**src/mvp_pkg.sv**
```systemverilog
// ----------------------------------------------------------------------------
// mvp_pkg
// Shared types and constants for the wheel-speed PID controller with odometry.
// ----------------------------------------------------------------------------
package mvp_pkg;

  typedef enum logic [1:0] {
    ACT_SET_TARGET = 2'd0,
    ACT_SAMPLE     = 2'd1,
    ACT_DIR_CHANGE = 2'd2
  } action_e;

  typedef enum logic [2:0] {
    REG_GAIN_P     = 3'd0,
    REG_GAIN_I     = 3'd1,
    REG_GAIN_D     = 3'd2,
    REG_INT_LIMIT  = 3'd3,
    REG_DUTY_BIAS  = 3'd4,
    REG_FWD_LEVEL  = 3'd5
  } cfg_idx_e;

  localparam int unsigned CfgIdxW  = 3;
  localparam int unsigned CfgDataW = 16;

  localparam logic [15:0] GainPRst     = 16'd896;
  localparam logic [15:0] GainIRst     = 16'd435;
  localparam logic [15:0] GainDRst     = 16'd435;
  localparam logic [14:0] IntLimitRst  = 15'd10000;
  localparam logic [7:0]  DutyBiasRst  = 8'd80;
  localparam logic        FwdLevelRst  = 1'b0;
  localparam logic [7:0]  DutyMax      = 8'd255;

  typedef struct packed {
    logic [15:0] gain_p;
    logic [15:0] gain_i;
    logic [15:0] gain_d;
    logic [14:0] int_limit;
    logic [7:0]  duty_bias;
    logic        fwd_level;
  } cfg_t;

  typedef struct packed {
    logic [1:0]         action;
    logic signed [15:0] target_speed;
    logic               direction_cmd;
    logic [14:0]        encoder_count;
    logic               sensed_direction;
  } item_t;

  typedef struct packed {
    logic [7:0]         pwm_duty;
    logic               motor_dir_pin;
    logic signed [15:0] odometry;
  } result_t;

  typedef struct packed {
    logic signed [16:0] error;
    logic signed [15:0] integ;
    logic [7:0]         duty;
    logic               err_nz;
  } pid_res_t;

endpackage

```
**src/mvp_if.sv**
```systemverilog
// ----------------------------------------------------------------------------
// mvp_if
// Valid/ready channels for command items and result items.
// ----------------------------------------------------------------------------
interface mvp_in_if;
  logic               valid;
  logic               ready;
  logic [1:0]         action;
  logic signed [15:0] target_speed;
  logic               direction_cmd;
  logic [14:0]        encoder_count;
  logic               sensed_direction;

  modport source (output valid, action, target_speed, direction_cmd, encoder_count,
                  sensed_direction, input ready);
  modport sink   (input valid, action, target_speed, direction_cmd, encoder_count,
                  sensed_direction, output ready);
endinterface

interface mvp_out_if;
  logic               valid;
  logic               ready;
  logic [7:0]         pwm_duty;
  logic               motor_dir_pin;
  logic signed [15:0] odometry;

  modport source (output valid, pwm_duty, motor_dir_pin, odometry, input ready);
  modport sink   (input valid, pwm_duty, motor_dir_pin, odometry, output ready);
endinterface

```
**src/motor_velocity_pid_with_odometry_unit.sv**
```systemverilog
// ----------------------------------------------------------------------------
// motor_velocity_pid_with_odometry_unit
// Wheel-speed PID controller with odometry, one result item per command item.
// ----------------------------------------------------------------------------
// Takes one command item per clock unless the output stalls and returns one
// result item for each, in order. An item is captured in an input register;
// when the result register is free or draining, the single combinational pass
// (parallel 17x17, 16x17 and 18x17 multipliers, clamp, sum and saturation)
// updates the controller state and loads the result register. The output
// register lets a new item enter while an earlier result waits. There is no
// clearing pass after reset. Write configuration only while the block is idle.
// ----------------------------------------------------------------------------
module motor_velocity_pid_with_odometry_unit (
  input  logic                          clk_i,
  input  logic                          rst_ni,
  input  logic                          cfg_we_i,
  input  logic [mvp_pkg::CfgIdxW-1:0]   cfg_idx_i,
  input  logic [mvp_pkg::CfgDataW-1:0]  cfg_wdata_i,
  mvp_in_if.sink                        in_i,
  mvp_out_if.source                     out_o
);

  mvp_pkg::cfg_t    cfg;
  mvp_pkg::item_t   in_q;
  mvp_pkg::result_t res;
  mvp_pkg::result_t out_q;
  logic             in_vld_q;
  logic             out_vld_q;
  logic             adv;
  logic             in_rdy;

  mvp_cfg_regs u_cfg (
    .clk_i       (clk_i),
    .rst_ni      (rst_ni),
    .cfg_we_i    (cfg_we_i),
    .cfg_idx_i   (cfg_idx_i),
    .cfg_wdata_i (cfg_wdata_i),
    .cfg_o       (cfg)
  );

  mvp_state u_state (
    .clk_i  (clk_i),
    .rst_ni (rst_ni),
    .adv_i  (adv),
    .item_i (in_q),
    .cfg_i  (cfg),
    .res_o  (res)
  );

  // Advance when the result register is free or being drained.
  assign adv    = in_vld_q && (!out_vld_q || out_o.ready);
  assign in_rdy = !in_vld_q || adv;

  always_ff @(posedge clk_i or negedge rst_ni) begin
    if (!rst_ni) begin
      in_vld_q  <= 1'b0;
      out_vld_q <= 1'b0;
    end else begin
      if (in_i.valid && in_rdy) begin
        in_vld_q <= 1'b1;
      end else if (adv) begin
        in_vld_q <= 1'b0;
      end
      if (adv) begin
        out_vld_q <= 1'b1;
      end else if (out_o.ready) begin
        out_vld_q <= 1'b0;
      end
    end
  end

  always_ff @(posedge clk_i) begin
    if (in_i.valid && in_rdy) begin
      in_q.action           <= in_i.action;
      in_q.target_speed     <= in_i.target_speed;
      in_q.direction_cmd    <= in_i.direction_cmd;
      in_q.encoder_count    <= in_i.encoder_count;
      in_q.sensed_direction <= in_i.sensed_direction;
    end
    if (adv) begin
      out_q <= res;
    end
  end

  assign in_i.ready          = in_rdy;
  assign out_o.valid         = out_vld_q;
  assign out_o.pwm_duty      = out_q.pwm_duty;
  assign out_o.motor_dir_pin = out_q.motor_dir_pin;
  assign out_o.odometry      = out_q.odometry;

`ifndef SYNTH
  // Hold the input stage while a full result register is stalled.
  assert property (@(posedge clk_i) disable iff (!rst_ni)
    (in_vld_q && out_vld_q && !out_o.ready) |-> !in_i.ready)
    else $error("input accepted while pipeline is blocked");

  // Every advanced item produces a pending result.
  assert property (@(posedge clk_i) disable iff (!rst_ni)
    adv |=> out_vld_q)
    else $error("advanced item produced no result");

  // A new target clears odometry.
  assert property (@(posedge clk_i) disable iff (!rst_ni)
    (adv && in_q.action == mvp_pkg::ACT_SET_TARGET) |=> (out_q.odometry == '0))
    else $error("odometry not cleared on set target");

  // A zero target forces the duty to zero.
  assert property (@(posedge clk_i) disable iff (!rst_ni)
    (adv && in_q.action == mvp_pkg::ACT_SET_TARGET && in_q.target_speed == '0)
    |=> (out_q.pwm_duty == '0))
    else $error("duty not zero after zero target");
`endif

endmodule

```
**src/mvp_cfg_regs.sv**
```systemverilog
// ----------------------------------------------------------------------------
// mvp_cfg_regs
// Configuration register file: gains, integral limit, offset, forward level.
// ----------------------------------------------------------------------------
module mvp_cfg_regs (
  input  logic                          clk_i,
  input  logic                          rst_ni,
  input  logic                          cfg_we_i,
  input  logic [mvp_pkg::CfgIdxW-1:0]   cfg_idx_i,
  input  logic [mvp_pkg::CfgDataW-1:0]  cfg_wdata_i,
  output mvp_pkg::cfg_t                 cfg_o
);

  mvp_pkg::cfg_t cfg_q;

  always_ff @(posedge clk_i or negedge rst_ni) begin
    if (!rst_ni) begin
      cfg_q.gain_p     <= mvp_pkg::GainPRst;
      cfg_q.gain_i     <= mvp_pkg::GainIRst;
      cfg_q.gain_d     <= mvp_pkg::GainDRst;
      cfg_q.int_limit  <= mvp_pkg::IntLimitRst;
      cfg_q.duty_bias  <= mvp_pkg::DutyBiasRst;
      cfg_q.fwd_level  <= mvp_pkg::FwdLevelRst;
    end else if (cfg_we_i) begin
      unique case (cfg_idx_i)
        mvp_pkg::REG_GAIN_P:     cfg_q.gain_p     <= cfg_wdata_i;
        mvp_pkg::REG_GAIN_I:     cfg_q.gain_i     <= cfg_wdata_i;
        mvp_pkg::REG_GAIN_D:     cfg_q.gain_d     <= cfg_wdata_i;
        mvp_pkg::REG_INT_LIMIT:  cfg_q.int_limit  <= cfg_wdata_i[14:0];
        mvp_pkg::REG_DUTY_BIAS:  cfg_q.duty_bias  <= cfg_wdata_i[7:0];
        mvp_pkg::REG_FWD_LEVEL:  cfg_q.fwd_level  <= cfg_wdata_i[0];
        default: ;
      endcase
    end
  end

  assign cfg_o = cfg_q;

endmodule

```
**src/mvp_pid.sv**
```systemverilog
// ----------------------------------------------------------------------------
// mvp_pid
// One PID step: error, clamped integral, three Q8.8 products, saturated duty.
// ----------------------------------------------------------------------------
module mvp_pid (
  input  logic signed [15:0] target_i,
  input  logic signed [15:0] integ_i,
  input  logic signed [16:0] last_err_i,
  input  logic [14:0]        count_i,
  input  mvp_pkg::cfg_t      cfg_i,
  output mvp_pkg::pid_res_t  res_o
);

  logic signed [16:0] error;
  logic signed [17:0] acc_raw;
  logic signed [17:0] lim;
  logic signed [17:0] acc_clamped;
  logic signed [15:0] acc;
  logic signed [17:0] delta;
  logic signed [33:0] p_prod;
  logic signed [32:0] i_prod;
  logic signed [34:0] d_prod;
  logic signed [36:0] sum;
  logic signed [28:0] pid;
  logic signed [29:0] duty_w;
  logic [7:0]         duty;

  assign error   = 17'(target_i) - $signed({2'b00, count_i});
  assign acc_raw = 18'(integ_i) + 18'(error);
  assign lim     = $signed({3'b000, cfg_i.int_limit});

  always_comb begin
    if (acc_raw > lim) begin
      acc_clamped = lim;
    end else if (acc_raw < -lim) begin
      acc_clamped = -lim;
    end else begin
      acc_clamped = acc_raw;
    end
  end

  assign acc   = acc_clamped[15:0];
  assign delta = 18'(error) - 18'(last_err_i);

  assign p_prod = error * $signed({1'b0, cfg_i.gain_p});
  assign i_prod = acc   * $signed({1'b0, cfg_i.gain_i});
  assign d_prod = delta * $signed({1'b0, cfg_i.gain_d});

  assign sum = 37'(p_prod) + 37'(i_prod) + 37'(d_prod);

  // Shift right by 8, rounding negative values toward zero.
  assign pid = sum[36:8] + {28'd0, (sum[36] & (|sum[7:0]))};

  assign duty_w = 30'(pid) + $signed({22'd0, cfg_i.duty_bias});

  always_comb begin
    if (duty_w[29]) begin
      duty = '0;
    end else if (duty_w >= $signed({22'd0, mvp_pkg::DutyMax})) begin
      duty = mvp_pkg::DutyMax;
    end else begin
      duty = duty_w[7:0];
    end
  end

  assign res_o.error  = error;
  assign res_o.integ  = acc;
  assign res_o.duty   = duty;
  assign res_o.err_nz = (error != '0);

endmodule

```
**src/mvp_state.sv**
```systemverilog
// ----------------------------------------------------------------------------
// mvp_state
// Controller state: target, integral, last error, duty, odometry, direction.
// ----------------------------------------------------------------------------
module mvp_state (
  input  logic               clk_i,
  input  logic               rst_ni,
  input  logic               adv_i,
  input  mvp_pkg::item_t     item_i,
  input  mvp_pkg::cfg_t      cfg_i,
  output mvp_pkg::result_t   res_o
);

  logic signed [15:0] target_q,   target_d;
  logic signed [15:0] integ_q,    integ_d;
  logic signed [16:0] last_err_q, last_err_d;
  logic [7:0]         duty_q,     duty_d;
  logic signed [15:0] odo_q,      odo_d;
  logic               run_dir_q,  run_dir_d;
  logic               dir_pin_q,  dir_pin_d;

  logic signed [15:0] odo_fold;
  mvp_pkg::pid_res_t  pid;

  mvp_pid u_pid (
    .target_i   (target_q),
    .integ_i    (integ_q),
    .last_err_i (last_err_q),
    .count_i    (item_i.encoder_count),
    .cfg_i      (cfg_i),
    .res_o      (pid)
  );

  // Add while running forward, subtract otherwise; wraps at 16 bits.
  assign odo_fold = (run_dir_q == cfg_i.fwd_level) ?
                    odo_q + $signed({1'b0, item_i.encoder_count}) :
                    odo_q - $signed({1'b0, item_i.encoder_count});

  always_comb begin
    target_d   = target_q;
    integ_d    = integ_q;
    last_err_d = last_err_q;
    duty_d     = duty_q;
    odo_d      = odo_q;
    run_dir_d  = run_dir_q;
    dir_pin_d  = dir_pin_q;
    unique case (item_i.action)
      mvp_pkg::ACT_SET_TARGET: begin
        target_d  = item_i.target_speed;
        dir_pin_d = cfg_i.fwd_level ^ item_i.direction_cmd;
        odo_d     = '0;
        if (item_i.target_speed == '0) begin
          integ_d = '0;
          duty_d  = '0;
        end
      end
      mvp_pkg::ACT_SAMPLE: begin
        odo_d      = odo_fold;
        integ_d    = pid.integ;
        last_err_d = pid.error;
        if (pid.err_nz) begin
          duty_d = pid.duty;
        end
      end
      mvp_pkg::ACT_DIR_CHANGE: begin
        odo_d     = odo_fold;
        run_dir_d = item_i.sensed_direction;
      end
      default: ;
    endcase
  end

  always_ff @(posedge clk_i or negedge rst_ni) begin
    if (!rst_ni) begin
      target_q   <= '0;
      integ_q    <= '0;
      last_err_q <= '0;
      duty_q     <= '0;
      odo_q      <= '0;
      run_dir_q  <= mvp_pkg::FwdLevelRst;
      dir_pin_q  <= mvp_pkg::FwdLevelRst;
    end else if (adv_i) begin
      target_q   <= target_d;
      integ_q    <= integ_d;
      last_err_q <= last_err_d;
      duty_q     <= duty_d;
      odo_q      <= odo_d;
      run_dir_q  <= run_dir_d;
      dir_pin_q  <= dir_pin_d;
    end
  end

  // Result reflects the state after this item.
  assign res_o.pwm_duty      = duty_d;
  assign res_o.motor_dir_pin = dir_pin_d;
  assign res_o.odometry      = odo_d;

endmodule

```
**src/flat_wrapper.sv**
```systemverilog
// flat-port wrapper written by rule: the top's interface ports become plain ports
module motor_velocity_pid_with_odometry_unit_flat 
  (clk_i, rst_ni, cfg_we_i, cfg_idx_i, cfg_wdata_i, in_i_valid, in_i_action, in_i_target_speed, in_i_direction_cmd, in_i_encoder_count, in_i_sensed_direction, in_i_ready, out_o_valid, out_o_pwm_duty, out_o_motor_dir_pin, out_o_odometry, out_o_ready);
  mvp_in_if in_i_i ();
  mvp_out_if out_o_i ();
  input  logic clk_i;
  input  logic rst_ni;
  input  logic cfg_we_i;
  input  logic [mvp_pkg::CfgIdxW-1:0] cfg_idx_i;
  input  logic [mvp_pkg::CfgDataW-1:0] cfg_wdata_i;
  input wire logic [$bits(in_i_i.valid)-1:0] in_i_valid;
  input wire logic [$bits(in_i_i.action)-1:0] in_i_action;
  input wire logic [$bits(in_i_i.target_speed)-1:0] in_i_target_speed;
  input wire logic [$bits(in_i_i.direction_cmd)-1:0] in_i_direction_cmd;
  input wire logic [$bits(in_i_i.encoder_count)-1:0] in_i_encoder_count;
  input wire logic [$bits(in_i_i.sensed_direction)-1:0] in_i_sensed_direction;
  output wire logic [$bits(in_i_i.ready)-1:0] in_i_ready;
  output wire logic [$bits(out_o_i.valid)-1:0] out_o_valid;
  output wire logic [$bits(out_o_i.pwm_duty)-1:0] out_o_pwm_duty;
  output wire logic [$bits(out_o_i.motor_dir_pin)-1:0] out_o_motor_dir_pin;
  output wire logic [$bits(out_o_i.odometry)-1:0] out_o_odometry;
  input wire logic [$bits(out_o_i.ready)-1:0] out_o_ready;
  assign in_i_i.valid = in_i_valid;
  assign in_i_i.action = in_i_action;
  assign in_i_i.target_speed = in_i_target_speed;
  assign in_i_i.direction_cmd = in_i_direction_cmd;
  assign in_i_i.encoder_count = in_i_encoder_count;
  assign in_i_i.sensed_direction = in_i_sensed_direction;
  assign in_i_ready = in_i_i.ready;
  assign out_o_valid = out_o_i.valid;
  assign out_o_pwm_duty = out_o_i.pwm_duty;
  assign out_o_motor_dir_pin = out_o_i.motor_dir_pin;
  assign out_o_odometry = out_o_i.odometry;
  assign out_o_i.ready = out_o_ready;
  motor_velocity_pid_with_odometry_unit u_core (.clk_i(clk_i), .rst_ni(rst_ni), .cfg_we_i(cfg_we_i), .cfg_idx_i(cfg_idx_i), .cfg_wdata_i(cfg_wdata_i), .in_i(in_i_i), .out_o(out_o_i));
endmodule
```
**config.mk**
```make
export PLATFORM = sky130hd
export DESIGN_NAME = motor_velocity_pid_with_odometry_unit_flat
export DESIGN_NICKNAME = d
export VERILOG_FILES = /design/src/mvp_pkg.sv /design/src/mvp_if.sv /design/src/motor_velocity_pid_with_odometry_unit.sv /design/src/mvp_cfg_regs.sv /design/src/mvp_pid.sv /design/src/mvp_state.sv /design/src/flat_wrapper.sv
export SDC_FILE = /design/constraint.sdc
export NUM_CORES = 2
export LEC_CHECK = 0
export BUFFER_PORTS_ARGS = -buffer_cell sky130_fd_sc_hd__buf_4
export CAP_MARGIN = 5
export CORE_MARGIN = 2
export CORE_UTILIZATION = 45
export DETAILED_ROUTE_END_ITERATION = 6
export GPL_TIMING_DRIVEN = 0
export SETUP_SLACK_MARGIN = 0.4
export SLEW_MARGIN = 5
export SYNTH_ARGS = -nofsm -noshare
export SYNTH_HDL_FRONTEND = slang
export SYNTH_HIERARCHICAL = 1
export SYNTH_SLANG_ARGS = --single-unit
export TNS_END_PERCENT = 100
```
**constraint.sdc**
```tcl
create_clock -name clk_i -period 28.9 [get_ports clk_i]
set_clock_uncertainty 0.1 [all_clocks]
set_input_delay 5.78 -clock clk_i [delete_from_list [all_inputs] [get_ports clk_i]]
set_output_delay 5.78 -clock clk_i [all_outputs]
set_load 0.02 [all_outputs]
```
After elaboration in Yosys (flattened, before gate mapping) --
Index checks and enable logic that the tools add are counted.
Word-level totals: register bits after elaboration 209, bits in latches 0, RAM bits 0, ROM bits 0, bits of input ports 59, memories 0
Cells by class: $add $sub $neg 10, multipliers 3, div/mod/pow operators 0, magnitude comparators 3, equal/unequal tests 9, shifts and indexed selects 0, muxes and demuxes 16, bitwise gates (word level) 2, reductions and logical operators 25
Operator list (number):
- $mux 16 | 4
- $pmux 16 s2 | 2
- $add 35x35->36 | 1
- $add 34x33->35 | 1
- $mul 18x17->35 | 1
- $mul 17x17->34 | 1
- $mul 16x17->33 | 1
- $mux 8 | 4
- $add 29x9->30 | 1
- $ge 30x9->1 const B | 1
- $add 29x1->29 | 1
- $add 16x17->18 | 1
- $gt 18x16->1 | 1
- $lt 18x18->1 | 1
- $neg 15->18 | 1
- $reduce_and 2->1 | 9
- $sub 17x17->18 | 1
- $reduce_bool 17->1 | 1
- $sub 16x16->17 | 1
- $add 16x16->16 | 1
- $logic_not 16->1 | 1
- $pmux 8 s2 | 1
- $sub 16x16->16 | 1
- $reduce_or 8->1 | 1
- other kinds (18) | 29

Logic depth before layout (Yosys ltp) --
depth in word-level cells 17, mapped depth 86, depth with buffers taken out 82

By module --
The synthesis kept the hierarchy.
Modules (own cells, without submodules):
- mvp_pid | times used 1, cells an instance 4526, area each 39355.2 um2
- mvp_state | times used 1, cells an instance 469, area each 4465.5 um2
- mvp_cfg_regs | times used 1, cells an instance 157, area each 2795.2 um2
- motor_velocity_pid_with_odometry_unit | times used 1, cells an instance 68, area each 1905.6 um2

Least setup slack after synthesis --
OpenSTA, ideal clock, no wires.
path type register -> register, from reg u_core/in_q[2] (netlist bit), to reg u_core.out_q, in the netlist u_core/out_o.pwm_duty[7] (data pin), setup time 262 ps, arrival time 17482 ps, data required time 28538 ps, path slack 11056 ps, cell stages (with the launch flop) 82, buffers on the path 5, period minus slack after synthesis 17844 ps, path through edfxtp_1 inv_1 ha_1 nor2b_1 o21ai_0 a21boi_0 o21ai_0 a21oi_1 o21ai_0 a21boi_0 o21ai_0 a21boi_0 o21a_1 o21a_1 o311ai_1 clkbuf_1 ha_1 and3_1 [... 46 more ...] ha_1 nor2b_1 o21ai_0 a21boi_0 o21ai_0 a21oi_1 o21ai_0 nor2b_1 nor3_1 or3_1 a21oi_1 nand4_1 nor4_4 a31oi_1 nand2_1 nand2_1 nand2_1 o21ai_0
RTL lines:
- from (decl) | RTL line motor_velocity_pid_with_odometry_unit.sv:24 | mvp_pkg::item_t in_q;
- to (signal assigned) | RTL line motor_velocity_pid_with_odometry_unit.sv:81 | out_q <= res;
- to (decl) | RTL line motor_velocity_pid_with_odometry_unit.sv:26 | mvp_pkg::result_t out_q;

==> results by group <==
Setup path
  – Startpoint Class: register
  – CP dominant cell by count: fa_1
  – Worst reg2reg path startpoint: u_core/in_q[1]
  – Data required, critical path: a little under 30 ns
  – CP Max Fanout: 12
  – CP Launch Point: u_core/in_q[1]
  – CP max stage cell: clkbuf_1
  – WS Path Type: register to register
  – CP max stage delay: 0.98 ns
  – Critical Path AT: between 20 and 25 ns
  – Worst setup EP type: register

Final layout
  – Finished Layout Cells: 6,769
  – Layout cells sized above 1: 0.08396
  – Nets: 6,651
  – Area growth syn-to-layout: 7.145%

Routing
  – Via count: 38,340
  – WL final: around 160,000 µm
  – WL/cell: roughly 24 µm
  – DRT iter0 DRCs: between 3,000 and 4,000
  – Vias/cell: about 5.7
  – DRC viols: 0
  – DRT Pass-1 Iters: 5
  – Routed Antenna Nets: 0

Global route
  – Vias in the first global route: about 40,000
  – Initial antenna violation count: 10
  – Largest net degree at the start of global routing: 96
  – GRT Overall Usage: 0.2999
  – GRT overflow: 0
  – First-pass GRT wire length: 250,100 µm

Clock network
  – H-tree depth: 1
  – Hold_buf cts: 0
  – CTS Buf Count: 28
  – Setup repair bufs after CTS: 0
  – Clk slew on worst S/H paths: 0.07 ns
  – Worst skew pair latency: 0.63 ns
  – Bufs on Longest Clock Path: 3
  – CTS tree: yes
  – CTS Sinks: approximately 210
  – Clock Root Buffer: clkbuf_16
  – # resized after CTS: 0

Timing
  – Setup TNS: 0 ns
  – Max-slew violation count: 0
  – Fin crit share: 0.8167
  – Final setup violation count: 0
  – Slew @ Worst Pin: ~1.5 ns
  – F_max: 42.37 MHz
  – Rel. slew slack: 0.02304
  – Final Hold Viols: 0
  – Minimum clock period: approximately 24 ns
  – RSZ-0062 raised after global routing: false

Floorplanning
  – Chip Height: about 330 µm
  – Core Rows: 120
  – Die area: around 110,000 µm²
  – Core ar.: around 110,000 µm²
  – Die Wd: 332.4 µm
  – IO Count: 86
  – Initial Util: 0.4532

Synthesis
  – Most used DFF post-synth: dfrtp_1
  – Syn Area/Cell: slightly above 9 µm²
  – Net Count, Synth: 6,533
  – Number of synthesized flops with an enable pin: 60
  – Register area share after synthesis: 0.1145
  – Synth Register Bits: around 210
  – Syn Inst Count: approximately 5,200
  – Post-Syn Area: 48,520 µm²
  – Distinct cells, synth: ~110
  – Synth Warn #: 6
  – FFs w/ async S/R, synth: 0.7129

Placement
  – Hpwl dp: roughly 140,000 µm
  – Inst Count DP: between 6,000 and 7,000
  – # port buffers: between 80 and 90
  – Gpl congestion: about 1.0

Flow run
  – MaxCap Viol Count: 0

Outcome
  – Status: complete, no violations

Hold path
  – Worst Hold Launch: u_core/u_state/integ_q[13]
  – Worst hold path class: register to register
## kinds of logic (layout without fill, tap and decap cells)
kind of cell | count (synthesis) | in the layout | share of synthesized area
flops | 209 | 209 | 0.1145
compound gates | 660 | 660 | 0.09554
buf+inv | 1336 | 1476 | 0.1067
mux | 134 | 134 | 0.03058
other cells | 0 | 6 | 0
xor+xnor | 108 | 108 | 0.01949
fa+ha+maj | 1254 | 1254 | 0.4628
simple gates | 1519 | 1519 | 0.1704
## per-stage QoR
step / area (µm²) / setup WS, ns / hold slack, ns / util
CTS: 51970 / 5.375 / 0.3951 / 0.4855
floorplan: 48520 / 11.06 / 0.3508 / -
detailed placement: 50990 / 5.541 / 0.3816 / 0.4763
global route: 51980 / 3.957 / 0.4068 / 0.4855
global placement: 50920 / 5.246 / 0.3665 / 0.4756
finish: 51990 / 5.298 / 0.3914 / 0.4856
## routing by layer
layer | vias to the layer above | wire length [µm] | global-route usage | share of wire
li1 | 16940 | - | - | -
met1 | 19600 | 69360 | 0.4173 | 0.43
met2 | 1498 | 72080 | 0.4631 | 0.44
met3 | 305 | 13860 | 0.05754 | 0.085
met4 | 4 | 7330 | 0.1167 | 0.045
met5 | - | 21 | 0 | 0.00013
## final timing paths
| kind | end | slack [ns] | cells past startpoint |
|---|---|---|---|
| min reg2reg | u_core/u_state/integ_q[13] | 0.39 | 2 |
| max | u_core/out_o.pwm_duty[7] | 5.30 | 81 |
| min | u_core/u_state/integ_q[13] | 0.39 | 2 |
| max reg2reg | u_core/out_o.pwm_duty[7] | 5.30 | 81 |
| min in group asynchronous | u_core/u_state/odo_q[11] | 5.00 | 1 |
| max in group asynchronous | u_core/u_cfg/cfg_o[30] | 22.77 | 2 |
## cells in the mapped netlist (14+ instances only)
| master | instances | area [µm²] |
|---|---|---|
| a211oi_1 | 14 | 105.1 |
| a21boi_0 | 18 | 135.1 |
| a21o_1 | 46 | 345.3 |
| a21oi_1 | 106 | 530.5 |
| a22o_1 | 28 | 245.2 |
| a31oi_1 | 45 | 281.5 |
| and2_1 | 188 | 1176 |
| and3_1 | 29 | 181.4 |
| and4_1 | 28 | 245.2 |
| buf_2 | 41 | 205.2 |
| clkbuf_1 | 189 | 709.4 |
| dfrtp_1 | 127 | 3178 |
| dfstp_2 | 22 | 578.1 |
| edfxtp_1 | 60 | 1802 |
| fa_1 | 901 | 18040 |
| ha_1 | 353 | 4417 |
| inv_1 | 1076 | 4039 |
| mux2_2 | 114 | 1284 |
| mux2i_1 | 20 | 200.2 |
| nand2_1 | 579 | 2173 |
| nand2b_1 | 35 | 219.0 |
| nand3_1 | 40 | 200.2 |
| nand4_1 | 64 | 400.4 |
| nor2_1 | 133 | 499.2 |
| nor2b_1 | 93 | 581.8 |
| nor3_1 | 72 | 360.4 |
| nor3b_1 | 42 | 315.3 |
| nor4_1 | 38 | 237.7 |
| nor4b_2 | 18 | 270.3 |
| o211a_1 | 21 | 210.2 |
| o211ai_1 | 60 | 450.4 |
| o21a_1 | 32 | 240.2 |
| o21ai_0 | 139 | 695.7 |
| o311a_1 | 15 | 150.1 |
| or3_1 | 41 | 256.5 |
| xnor2_1 | 77 | 674.4 |
| xor2_1 | 31 | 271.5 |
## registers in the layout, indices dropped and copies added, names as in the netlist
name	cells
u_core/u_state/odo_q	16
u_core/in_q	35
u_core/u_state/integ_q	16
u_core/u_state/last_err_q	17
u_core/u_state/dir_pin_q	1
u_core/out_o.motor_dir_pin	1
u_core/u_state/duty_q	8
u_core/out_o.odometry	16
u_core/u_cfg/cfg_o	72
u_core/out_o.pwm_duty	8
u_core/out_o.valid	1
u_core/u_state/target_q	16
u_core/in_vld_q	1
u_core/u_state/run_dir_q	1
## cells in the final DEF (no fill, tap or decap), types with 15 or more instances in the layout
cell type  count
nand2_1      579
mux2_2       114
mux2i_1       20
and3_1        29
nor3b_1       42
nor4_1        38
o21ai_0      139
xnor2_1       77
nor2b_1       93
o211a_1       21
a21boi_0      18
edfxtp_1      60
and2_1       187
and4_1        28
ha_1         353
clkbuf_16     28
o311a_1       15
o211ai_1      60
nand3_1       40
dfstp_2       22
nand4_1       64
or3_1         41
a31oi_1       45
nor3_1        72
dfrtp_1      127
o21a_1        32
nor4b_2       18
nand2b_1      35
nor2_1       133
a21oi_1      106
buf_2         41
a22o_1        28
clkbuf_1     191
fa_1         901
buf_4         93
a21o_1        46
xor2_1        31
inv_1       1076
## critical path, delay by kind of cell (launching register included)
family	cells	cell delay, ns
and+or+nand+nor	19	4.88
xor gates and xnor gates	2	1.17
adders and majority gates	17	7.32
buffers and inverters	13	3.13
AOI/OAI and AO/OA	30	6.15
DFF	1	0.45
## area by class of cell
cell class	count	area (µm²)
inverter	1081	4060
tap	1403	1755
clock inverter	21	260.3
buffer	255	1117
antenna	6	15.01
fill	10310	55060
clock buffer	31	721.9
timing repair buffer	88	688.2
sequential	209	5558
multi-input combinational	3675	37810
Power is not shown: default switching activity piles up to over one toggle a cycle in this logic, so the estimate is an artifact.
